$ cat config.mk
export PLATFORM = sky130hd
export DESIGN_NAME = pqms_cell
export DESIGN_NICKNAME = d
export VERILOG_FILES = /design/src/pqms_pkg.sv /design/src/pqms_cell.sv
export SDC_FILE = /design/constraint.sdc
export NUM_CORES = 1
export LEC_CHECK = 0
export BUFFER_PORTS_ARGS = -buffer_cell sky130_fd_sc_hd__clkbuf_2
export CAP_MARGIN = 15
export CORE_MARGIN = 2
export CORE_UTILIZATION = 43
export DETAILED_ROUTE_END_ITERATION = 8
export MAX_ROUTING_LAYER = met4
export PLACE_DENSITY = 0.84
export SLEW_MARGIN = 20
export SYNTH_ARGS = -nofsm -noshare
export SYNTH_HDL_FRONTEND = slang
export SYNTH_SLANG_ARGS = --single-unit
$ cat constraint.sdc
create_clock -name clk_i -period 7.61 [get_ports clk_i]
set_input_delay 0.3805 -clock clk_i [delete_from_list [all_inputs] [get_ports clk_i]]
set_output_delay 0.3805 -clock clk_i [all_outputs]
set_load 0.05 [all_outputs]
$ cat src/pqms_pkg.sv
`timescale 1ns / 1ps
// Shared types and constants for the max-select priority queue.
// No dependencies; used by the interfaces, the cell and the top level.
package pqms_pkg;

  localparam int unsigned DEPTH   = 128;
  localparam int unsigned COUNT_W = $clog2(DEPTH + 1);
  localparam int unsigned DATA_W  = 32;
  localparam int unsigned PRIO_W  = 32;
  localparam int unsigned OCC_W   = 8;

  typedef enum logic {
    FUNC_ENQ = 1'b0,
    FUNC_DEQ = 1'b1
  } func_e;

  typedef enum logic [1:0] {
    STATUS_OK    = 2'd0,
    STATUS_FULL  = 2'd1,
    STATUS_EMPTY = 2'd2
  } status_e;

  typedef struct packed {
    logic        [DATA_W-1:0] data;
    logic signed [PRIO_W-1:0] prio;
  } entry_t;

  // Broadcast to every cell in the chain.
  typedef struct packed {
    logic   enq;
    logic   deq;
    entry_t ins;
  } cell_ctrl_t;

endpackage

$ cat src/pqms_cell.sv
`timescale 1ns / 1ps
// One slot of the sorted shift-register queue.
// Depends on pqms_pkg for entry_t and cell_ctrl_t.
module pqms_cell (
  input  logic                 clk_i,
  input  pqms_pkg::cell_ctrl_t ctrl_i,
  input  logic                 occupied_i,
  input  logic                 take_left_i,
  input  pqms_pkg::entry_t     left_entry_i,
  input  pqms_pkg::entry_t     right_entry_i,
  output logic                 take_o,
  output pqms_pkg::entry_t     entry_o
);

  pqms_pkg::entry_t entry_q, entry_d;

  // New entry goes ahead of this slot only on strictly greater priority,
  // so equal priorities keep arrival order.
  assign take_o  = !occupied_i || (ctrl_i.ins.prio > entry_q.prio);
  assign entry_o = entry_q;

  always_comb begin
    entry_d = entry_q;
    if (ctrl_i.enq) begin
      if (take_left_i) begin
        entry_d = left_entry_i;
      end else if (take_o) begin
        entry_d = ctrl_i.ins;
      end
    end else if (ctrl_i.deq) begin
      entry_d = right_entry_i;
    end
  end

  always_ff @(posedge clk_i) begin
    entry_q <= entry_d;
  end

endmodule

== Word-level counts from Yosys, hierarchy flattened ==
Index checks and enable logic that the tools add are counted.
Word-level totals
  output and inout port bits: 65
  flip-flop bits (word level): 64
Cells by class
  mux-type cells: 4
  magnitude comparators: 1
  equality and inequality tests: 1
  reductions and logical operators: 4
Operator list (number)
  2-to-1 mux 64 bit: 4
  greater-than comparator 32 bit: 1
  != test 3 x 1 -> 1 bit (second input constant): 1
  AND reduction 2 bit: 1
  nonzero test 2 bit: 1
  zero test 1 bit: 1
  logical OR 1 bit: 1

== Longest topological paths before layout ==
Gate-level depths: netlist (run 1).
  word-level depth: 5
  gate-level depth with buffers: 8
  depth with buffers taken out: 8

== Least setup slack after synthesis (run 1) ==
Ideal clock, no wire load.
  path type: reg2reg
  from: register entry_q (netlist bit entry_o[31])
  to: register entry_q (netlist bit entry_o[0]) (enable)
  setup slack: 0.795 ns
  clock period less this slack: 6.815 ns
  path buffers: 0
  data required time: 7.045 ns
  library setup time: 0.565 ns
  stages on the path, launching flop included: 8
  arrival: 6.250 ns
  path through: edfxtp_1 -> inv_1 -> ha_1 -> nand4_4 -> nor4_4 -> nor3b_2 -> a2111oi_0 -> nor3_1
Between the ends
  word-level cells in the longest chain between the ends: 4
RTL lines
  start: declaration: line pqms_cell.sv:15  | pqms_pkg::entry_t entry_q, entry_d;
  start signal: assignment: line pqms_cell.sv:36  | entry_q <= entry_d;
  greater-than comparator 32 bit: line pqms_cell.sv:19  | assign take_o = !occupied_i || (ctrl_i.ins.prio > entry_q.prio);
  logical OR 1 bit: line pqms_cell.sv:19
  != test 3 x 1 -> 1 bit (no line)
  AND reduction 2 bit (no line)
Every way passes these cells.
A chain may end at the register's enable or synchronous reset.

== Worst setup path in the final report (run 1) ==
  from: register entry_q (netlist bit entry_o[26])
  to: output port take_o
Between the ends
  word-level cells in the longest chain between the ends: 2
RTL lines
  greater-than comparator 32 bit: line pqms_cell.sv:19
  logical OR 1 bit: line pqms_cell.sv:19
  end: declaration: line pqms_cell.sv:11  | output logic take_o,
Every way passes these cells.

==> flow_metrics.tcl, run 1 <==
set metrics [dict create \
    status "completed" \
    critical-path-top-delay-family "compound AO/OA/AOI/OAI gates" \
    synth.top_cells.by_area "sky130_fd_sc_hd__edfxtp_1 (47%), sky130_fd_sc_hd__mux2i_1 (16%), sky130_fd_sc_hd__ha_1 (9.7%)" \
    switching_share_pct 35.19 \
    drv_cap 0 \
    preCtsSetupSlack_ps 4753 \
    setup.worst_path.class "reg2out" \
    seq_total_area_yosys_pct 46.66 \
    synth-compound-area-share_pct 11.66 \
    finalInstanceArea_sq_mm 0.005743 \
    first_global_vias 4051 \
    hpwl_mm 9.597 \
    number_of_enable_type_register_cells_in_the_synthesized_netlist 64 \
    cp_cell_sequence "inv_1 -> ha_1 -> nand4_1 -> nor2_1 -> a211oi_1 -> and3_1 -> o21ai_0 -> o21ai_0 -> clkbuf_2" \
    critPathMaxFanout 3 \
    cts-htree-levels 3 \
    die_width_um 101.9 \
    peakVddDrop_mv 0.1149 \
    grt_first_pass_wirelength_mm 17.92 \
    finalHoldViolCount 0 \
    ioPinCount 262 \
    fin_skew_ps 11.31 \
    most_frequent_cell_on_the_critical_path "sky130_fd_sc_hd__o21ai_0" \
    synthDominantCellAreaShare_pct 46.66 \
    synthesis.area_sq_mm 0.004119 \
    avgRoutedWirePerCell_um 14.89 \
    cts_tree "built" \
    total_nets_final 891 \
    gr-usage-all-layers_pct 23.07 \
    worstSetupEndpointType "output port" \
    synthMuxAreaShare_pct 15.55 \
    most_common_cell_in_the_netlist "sky130_fd_sc_hd__a21oi_1" \
    drt-vias-per-instance 5.083 \
    cp_slowest_cell "sky130_fd_sc_hd__edfxtp_1" \
    drc 0 \
    port-buffer-count 261 \
    post_synthesis_async_set_or_reset_flop_share_pct 0 \
    yosysUniqueCellTypes 27 \
    maxSlewViolCount 0 \
    power.share.sequential_pct 39.8 \
    synthCells 407 \
    combPwrFrac_pct 33.0 \
    layout_worst_path_cycle_share_pct 38.30 \
    cp.required_ps 7230 \
    synth_adder_area_share_pct 9.721 \
    top_cell_type_by_total_area_after_synthesis "sky130_fd_sc_hd__edfxtp_1" \
    drt_iter0_drc 80 \
    setup_repair_after_global_routing_missed_its_margin "no" \
    switching_power_uw 400.6 \
    vias 4046 \
    power_frac_clock_pct 27.2 \
    cts_hold_buffers 0 \
    setup_slack_ps 4695 \
    clock_sink_count 64 \
    largest_reg_flops 64 \
    cts_resized 0 \
    yosys_most_used_dff "sky130_fd_sc_hd__edfxtp_1" \
    die_h_um 101.9 \
    power_mw 1.138 \
    power_leakage_nw 2.987 \
    power_per_cell_area_mw_per_mm2 198.2 \
    cts.path.max_buffers 2 \
    max_slew_margin_pct 59.09 \
    routed_wl_mm 11.85 \
    utilization_pct 61.86 \
    ys_top_cells_by_count "sky130_fd_sc_hd__a21oi_1 (78), sky130_fd_sc_hd__nor2_1 (66), sky130_fd_sc_hd__edfxtp_1 (64), sky130_fd_sc_hd__mux2i_1 (64), sky130_fd_sc_hd__inv_1 (35)" \
    cpPeakStageDelay_ps 390 \
    clock_insertion_delay_worst_skew_ps 330 \
    drive_above_1_share_pct 42.13 \
    placed_cell_area_sq_mm 0.005539 \
    synthesized_area_per_cell_sq_um 10.12 \
    cp.buffers_inverters 2 \
    die_area_sq_mm 0.01038 \
    cts_setup_buffers 0 \
    yosys_warnings 0 \
    routabilityCongestion 0.9143 \
    antenna_left 0 \
    min_path_type "in2reg" \
    synth_seq_cells 64 \
    clk_root_buffer_cell "sky130_fd_sc_hd__clkbuf_8" \
    antenna_found_initial 0 \
    grt_overflow 0 \
    num_rows 35 \
    diodes 0 \
    fin_crit_ps 2915 \
    combinational_family_with_the_most_area_after_synthesis "multiplexers" \
    firstDrtPassIters 4 \
    coreArea_sq_mm 0.009284 \
    initial_utilization_pct 44.37 \
    numCtsBuffers 9 \
    internal_power_uw 737.8 \
    grt_max_degree 68 \
    area.growth.synth_to_final_pct 39.43 \
    final.setup.tns_ps 0 \
    worst-endpoint-arrival_ps 2530 \
    achievable-frequency_mhz 343.1 \
    synthSimpleGateAreaFrac_pct 11.09 \
    critPathLaunchType "flop" \
    clkSlewWorstSetupHoldPaths_ps 70 \
    worst_slew_pin_slew_ps 613.7 \
    finalSetupViolCount 0 \
    post_synthesis_xor_xnor_area_fraction_pct 0 \
    syn_nets 636 \
]
## final cells by class
cell class	count	area [sq um]
fillers	824	3541
repair buffers	265	1341
well taps	129	161.4
clock inverters	4	68.82
clock buffers	12	135.1
flip-flops and latches	64	1922
inverters	35	131.4
multi-input cells	287	1983
## path summary, 6_finish.rpt
kind                               from                    end  slack, ps  depth (start not counted)
setup reg to reg  entry_o[27]$_DFFE_PP_  entry_o[47]$_DFFE_PP_       4790                          8
hold / removal        right_entry_i[60]  entry_o[60]$_DFFE_PP_        370                          3
setup / recovery  entry_o[26]$_DFFE_PP_                 take_o       4700                          9
hold reg to reg   entry_o[31]$_DFFE_PP_  entry_o[20]$_DFFE_PP_       1520                          7
## placed cells by master, fill, tap and decap left out, drive strengths merged
master / count
bufinv: 2
mux2i: 64
nand2: 9
o21ai: 7
nand4: 9
nor2b: 1
a2111oi: 1
nand3: 6
a21boi: 1
nor2: 66
a211o: 1
nor4: 2
a21oi: 78
ha: 32
nor3b: 1
buf: 6
a221oi: 1
and3: 1
clkinv: 2
nand2b: 1
edfxtp: 64
inv: 35
a211oi: 2
o22ai: 1
nor3: 3
clkbuf: 271
## layer usage
metal | global-route usage [%] | up-vias | share of wire [%]
met5 | - | - | 0
met2 | 41.65 | 187 | 52
met3 | 4.583 | 23 | 6.4
met4 | 9.128 | 0 | 2.1
met1 | 24.78 | 1848 | 39
li1 | - | 1988 | -
## power groups by stage
stage | clock, mW | sequential [mW] | combinational, mW
2_1_floorplan | 0 | 0.592 | 0.122
3_3_place_gp | 0 | 0.458 | 0.366
3_5_place_dp | 0 | 0.460 | 0.377
4_1_cts | 0.317 | 0.453 | 0.378
5_1_grt | 0.333 | 0.458 | 0.403
6_report | 0.310 | 0.453 | 0.376
## cell families after synthesis
family,count (synthesis)
adder cells (fa/ha/maj),32
multiplexers,64
AND/OR/NAND/NOR,99
AO/OA/AOI/OAI,92
buffers and inverters,56
flip-flops,64
## worst register-to-register path, stage by stage, from the launching register on
cell and delay, ps:
sky130_fd_sc_hd__edfxtp_1 350, sky130_fd_sc_hd__inv_1 50, sky130_fd_sc_hd__ha_1 310, sky130_fd_sc_hd__nand4_1 280, sky130_fd_sc_hd__nor4_4 410, sky130_fd_sc_hd__nor3b_2 240
sky130_fd_sc_hd__a2111oi_0 110, sky130_fd_sc_hd__nor3_2 240, sky130_fd_sc_hd__buf_4 450
## through the flow
stage	instances	hold slack, ps
final	796	367.7
after global routing	796	368.3
after CTS	796	350.7
after detailed placement	780	709.6
after global placement	780	698.7
after floorplan	407	606.1
Note: power is estimated with default switching activity, not from simulation.
==> inputs of run 2 (changes only) <==
- clock period: 7.61 -> 2.9 ns (I/O delays scaled with it)
==> run 2 against run 1 <==
Highest routed layer unchanged. Non-clock buffer count grew 1. Critical path type is now reg2reg. Power grew to 2.6 times the previous value. Worst hold slack worse by 250 ps. Critical endpoint is now entry_o[21]$_DFFE_PP_.
==> flow_metrics.tcl, run 2 (synthesis results as in run 1) <==
set metrics [dict create \
    status "completed" \
    layout_worst_path_cycle_share_pct 91.88 \
    cp_cell_sequence "inv_1 -> ha_1 -> a21oi_1 -> o21ai_0 -> a221oi_1 -> nor3b_2 -> a2111oi_1 -> nor3_4 -> buf_4" \
    diodes 0 \
    critPathLaunchType "flop" \
    power_mw 2.972 \
    critical-path-top-delay-family "compound AO/OA/AOI/OAI gates" \
    regToRegSetupSlack_ps 240 \
    fin_skew_ps 12.98 \
    worst_slew_pin_slew_ps 811.8 \
    cts-htree-levels 3 \
    power_leakage_nw 2.990 \
    cp.required_ps 2960 \
    grt_max_degree 71 \
    drv_cap 0 \
    numCtsBuffers 9 \
    peakVddDrop_mv 0.2612 \
    antenna_found_initial 0 \
    utilization_pct 62.60 \
    final_common_cell "sky130_fd_sc_hd__clkbuf_2" \
    grt_overflow 0 \
    first_global_vias 3927 \
    cts.path.max_buffers 2 \
    achievable-frequency_mhz 375.3 \
    port-buffer-count 261 \
    cpPeakStageDelay_ps 590 \
    maxSlewViolCount 0 \
    min_path_type "in2reg" \
    cts_setup_buffers 0 \
    power_per_cell_area_mw_per_mm2 511.3 \
    cp_slowest_cell "sky130_fd_sc_hd__a2111oi_1" \
    whs_ps 118.7 \
    final.setup.tns_ps 0 \
    setup.worst_path.class "reg2reg" \
    area.growth.synth_to_final_pct 41.10 \
    antenna_left 0 \
    cts_hold_buffers 0 \
    critPathCapture "entry_o[21]$_DFFE_PP_" \
    final-instance-count-excl-fill 797 \
    vias 4040 \
    cp_num_cells 9 \
    regToRegEndpoint "entry_o[21]$_DFFE_PP_" \
    largest_reg_flops 64 \
    worstSetupEndpointType "flop" \
    cts_tree "built" \
    total_nets_final 892 \
    num_rows 35 \
    finalHoldViolCount 0 \
    initial_utilization_pct 44.37 \
    clkSlewWorstSetupHoldPaths_ps 80 \
    drt_iter0_drc 131 \
    gr-usage-all-layers_pct 23.40 \
    die_area_sq_mm 0.01038 \
    grt_first_pass_wirelength_mm 17.97 \
    worst-endpoint-arrival_ps 2730 \
    critPathLaunch "entry_o[7]$_DFFE_PP_" \
    routabilityCongestion 0.8926 \
    placedCellCount 781 \
    drt-vias-per-instance 5.069 \
    avgRoutedWirePerCell_um 15.46 \
    coreArea_sq_mm 0.009284 \
    die_width_um 101.9 \
    crit_reg_reg_startpoint "entry_o[7]$_DFFE_PP_" \
    critPathMaxFanout 26 \
    finalSetupViolCount 0 \
    hpwl_mm 9.968 \
    final_cell_mix "sky130_fd_sc_hd__clkbuf_2 (259), sky130_fd_sc_hd__a21oi_1 (78), sky130_fd_sc_hd__nor2_1 (66), sky130_fd_sc_hd__mux2i_1 (64), sky130_fd_sc_hd__edfxtp_1 (64)" \
    routed_wl_mm 12.32 \
    firstDrtPassIters 4 \
    max_slew_margin_pct 45.88 \
    clock_insertion_delay_worst_skew_ps 340 \
    drc 0 \
    n_fill_cell 820 \
    fin_crit_ps 2664 \
    worst_r2r_path_depth 9 \
    clk_root_buffer_cell "sky130_fd_sc_hd__clkbuf_8" \
    drive_above_1_share_pct 44.01 \
    setup_repair_after_global_routing_missed_its_margin "no" \
    ioPinCount 262 \
    die_h_um 101.9 \
    clock_sink_count 64 \
    cp.buffers_inverters 2 \
    cts_resized 0 \
]
run 2: cell count changes in the layout (fill, tap and decap cells not counted), sizes merged:
cell / delta
bufinv: -1
buf: +1
clkinvlp: +2
clkinv: +2
clkbuf: -3
run 2: per-layer routing:
metal	wire [um]	up-vias	GRT usage [%]	part of all wire (%)
met5	0	-	-	0
li1	-	1984	-	-
met1	4708	1843	25.07	38
met2	6469	189	42.21	52
met3	839	24	4.514	6.8
met4	306	0	9.744	2.5
run 2: worst min-delay path, cell delays in order:
cell and delay [ps]:
sky130_fd_sc_hd__clkbuf_2 80, sky130_fd_sc_hd__nor2_1 30, sky130_fd_sc_hd__a21oi_1 90
run 2: through the flow:
stage	instance area, sq um	setup slack (ps)
floorplan	4180	-881.7
global placement	5615	382.4
detailed placement	5615	250.4
CTS	5812	229.5
global route	5812	56.82
finish	5812	235.5
run 2: how the worst min path moves through the flow:
| stage | startpoint | endpoint | slack [ps] | cells after the start |
|---|---|---|---|---|
| 2_1_floorplan | right_entry_i[0] | entry_o[0]$_DFFE_PP_ | 370 | 2 |
| 3_3_place_gp | right_entry_i[49] | entry_o[49]$_DFFE_PP_ | 460 | 3 |
| 3_5_place_dp | right_entry_i[48] | entry_o[48]$_DFFE_PP_ | 470 | 3 |
| 4_1_cts | right_entry_i[32] | entry_o[32]$_DFFE_PP_ | 100 | 3 |
| 5_1_grt | right_entry_i[12] | entry_o[12]$_DFFE_PP_ | 120 | 3 |
| 6_report | right_entry_i[32] | entry_o[32]$_DFFE_PP_ | 120 | 3 |
run 2: layout make-up:
class | count | area [sq um] | area share, %
Clock inverter | 7 | 72.57 | 1.249
Inverter | 35 | 131.4 | 2.260
Timing Repair Buffer | 266 | 1361 | 23.42
Tap cell | 129 | 161.4 | 2.777
Multi-Input combinational cell | 287 | 2039 | 35.09
Sequential cell | 64 | 1922 | 33.07
Clock buffer | 9 | 123.9 | 2.131
run 2: power by group:
part / leakage, nW / switching (mW) / internal [mW]
logic: 2.26 / 0.691 / 0.325
clock network: 0.0952 / 0.375 / 0.397
registers: 0.634 / 0.0390 / 1.14
==> inputs of run 3 (changes only) <==
- PLACE_DENSITY: 0.84 -> 0.81
==> run 3 against run 2 <==
Clock power fell by 18%. Global-route usage fell by 0.073 points. Sequential share of layout area grew 0.27 points. Sequential cell count is the same. Critical path depth fell by 1. Sequential power about the same. Critical path type is now reg2out. Critical endpoint is now take_o. Largest power group unchanged.
==> flow_metrics.tcl, run 3 (synthesis results as in run 1) <==
set metrics [dict create \
    die_area_sq_mm 0.01038 \
    regToRegEndpoint "entry_o[37]$_DFFE_PP_" \
    maxSlewViolCount 0 \
    antenna_left 0 \
    layout.area.seq_sq_mm 0.001922 \
    hpwl_mm 9.809 \
    final.setup.tns_ps 0 \
    final-instance-count-excl-fill 795 \
    drt-vias-per-instance 5.063 \
    regToRegSetupSlack_ps 360 \
    n_fill_cell 830 \
    min_from "right_entry_i[13]" \
    utilization_pct 62.10 \
    ioPinCount 262 \
    met3WireLength_um 900 \
    wl_met1_mm 4.589 \
    largest_reg_flops 64 \
    layout_worst_path_cycle_share_pct 88.78 \
    cts_resized 0 \
    status "completed" \
    final_cell_mix "sky130_fd_sc_hd__clkbuf_2 (259), sky130_fd_sc_hd__a21oi_1 (78), sky130_fd_sc_hd__nor2_1 (66), sky130_fd_sc_hd__mux2i_1 (64), sky130_fd_sc_hd__edfxtp_1 (64)" \
    area.growth.synth_to_final_pct 39.98 \
    critPathLaunchType "flop" \
    cp.required_ps 2760 \
    drive_above_1_share_pct 43.54 \
    route.top_layer_used "met4" \
    clk_root_buffer_cell "sky130_fd_sc_hd__clkbuf_8" \
    achievable-frequency_mhz 388.4 \
    fin_crit_ps 2575 \
    setup_repair_after_global_routing_missed_its_margin "no" \
    fin_skew_ps 8.878 \
    avgRoutedWirePerCell_um 15.25 \
    setup.worst_path.class "reg2out" \
    holdPathEnd "entry_o[13]$_DFFE_PP_" \
    die_width_um 101.9 \
    gr-usage-all-layers_pct 23.33 \
    crit_reg_reg_startpoint "entry_o[23]$_DFFE_PP_" \
    max_slew_margin_pct 48.19 \
    drv_cap 0 \
    total_nets_final 891 \
    setup_slack_ps 325.3 \
    clock_insertion_delay_worst_skew_ps 330 \
    worst_hold_stages 3 \
    cts-htree-levels 3 \
    finalSetupViolCount 0 \
    whs_ps 135.8 \
    clkSlewWorstSetupHoldPaths_ps 70 \
    firstDrtPassIters 5 \
    placedCellCount 780 \
    first_global_vias 4042 \
    cts_hold_buffers 0 \
    preCtsSetupSlack_ps 255.1 \
    grt_first_pass_wirelength_mm 18.23 \
    num_rows 35 \
    grt_overflow 0 \
    coreArea_sq_mm 0.009284 \
    cts_setup_buffers 0 \
    drt_iter0_drc 112 \
    finalHoldViolCount 0 \
    power_per_cell_area_mw_per_mm2 490.5 \
    power_leakage_nw 2.968 \
    port-buffer-count 261 \
    grt_max_degree 83 \
    multiInputGateArea_sq_mm 0.002044 \
    initial_utilization_pct 44.37 \
    worst_r2r_path_depth 9 \
    min_path_type "in2reg" \
    die_h_um 101.9 \
    peakVddDrop_mv 0.3576 \
    diodes 0 \
    routabilityCongestion 0.9216 \
    vias 4025 \
    cts_tree "built" \
    routed_wl_mm 12.13 \
    routed-wl-met2_mm 6.393 \
    clock_sink_count 64 \
    antenna_found_initial 0 \
    final_common_cell "sky130_fd_sc_hd__clkbuf_2" \
    worst_slew_pin_slew_ps 777.1 \
    drc 0 \
    critPathMaxFanout 4 \
    worstSetupEndpointType "output port" \
    numCtsBuffers 9 \
    worst-endpoint-arrival_ps 2430 \
    cts.path.max_buffers 2 \
]
==> run 3: area by class of cell <==
class,count,area share [%]
repair buffers,265,23.48
clock buffers,10,2.214
well taps,129,2.799
clock inverters,5,0.4340
multi-input cells,287,35.46
flip-flops and latches,64,33.33
inverters,35,2.279
==> run 3: metrics by stage <==
step	power [mW]	instance area, sq um
2_1_floorplan	1.884	4180
3_3_place_gp	2.184	5608
3_5_place_dp	2.220	5608
4_1_cts	2.850	5761
5_1_grt	2.971	5766
6_report	2.828	5766
==> run 3: worst max path at each step <==
| stage | startpoint | end | slack (ps) | cells after the start |
|---|---|---|---|---|
| 2_1_floorplan | entry_o[26]$_DFFE_PP_ | entry_o[0]$_DFFE_PP_ | -880 | 8 |
| 3_3_place_gp | entry_o[7]$_DFFE_PP_ | entry_o[42]$_DFFE_PP_ | 390 | 9 |
| 3_5_place_dp | entry_o[7]$_DFFE_PP_ | entry_o[44]$_DFFE_PP_ | 260 | 9 |
| 4_1_cts | entry_o[7]$_DFFE_PP_ | entry_o[46]$_DFFE_PP_ | 200 | 9 |
| 5_1_grt | entry_o[16]$_DFFE_PP_ | take_o | 160 | 8 |
| 6_report | entry_o[23]$_DFFE_PP_ | take_o | 330 | 8 |
==> run 3: critical path, cell delays in order (launching register included) <==
cell and delay [ps]:
sky130_fd_sc_hd__edfxtp_1 360, sky130_fd_sc_hd__inv_1 50, sky130_fd_sc_hd__ha_1 320, sky130_fd_sc_hd__nand4_1 190
sky130_fd_sc_hd__nor4_4 350, sky130_fd_sc_hd__nor3b_2 280, sky130_fd_sc_hd__a211oi_1 80, sky130_fd_sc_hd__o21ai_1 160
sky130_fd_sc_hd__clkbuf_2 310
==> run 3: routing by layer <==
layer | track usage [%] | up-vias
li1 | - | 1988
met1 | 24.42 | 1833
met2 | 43.12 | 183
met3 | 6.088 | 21
met4 | 6.564 | 0
met5 | - | -
==> run 3: power by group <==
group          internal (mW)  leakage, nW  total, mW  switching (mW)
Sequential              1.15        0.634       1.19          0.0416
Combinational          0.324         2.26       1.01           0.686
Clock                  0.297       0.0770      0.630           0.333
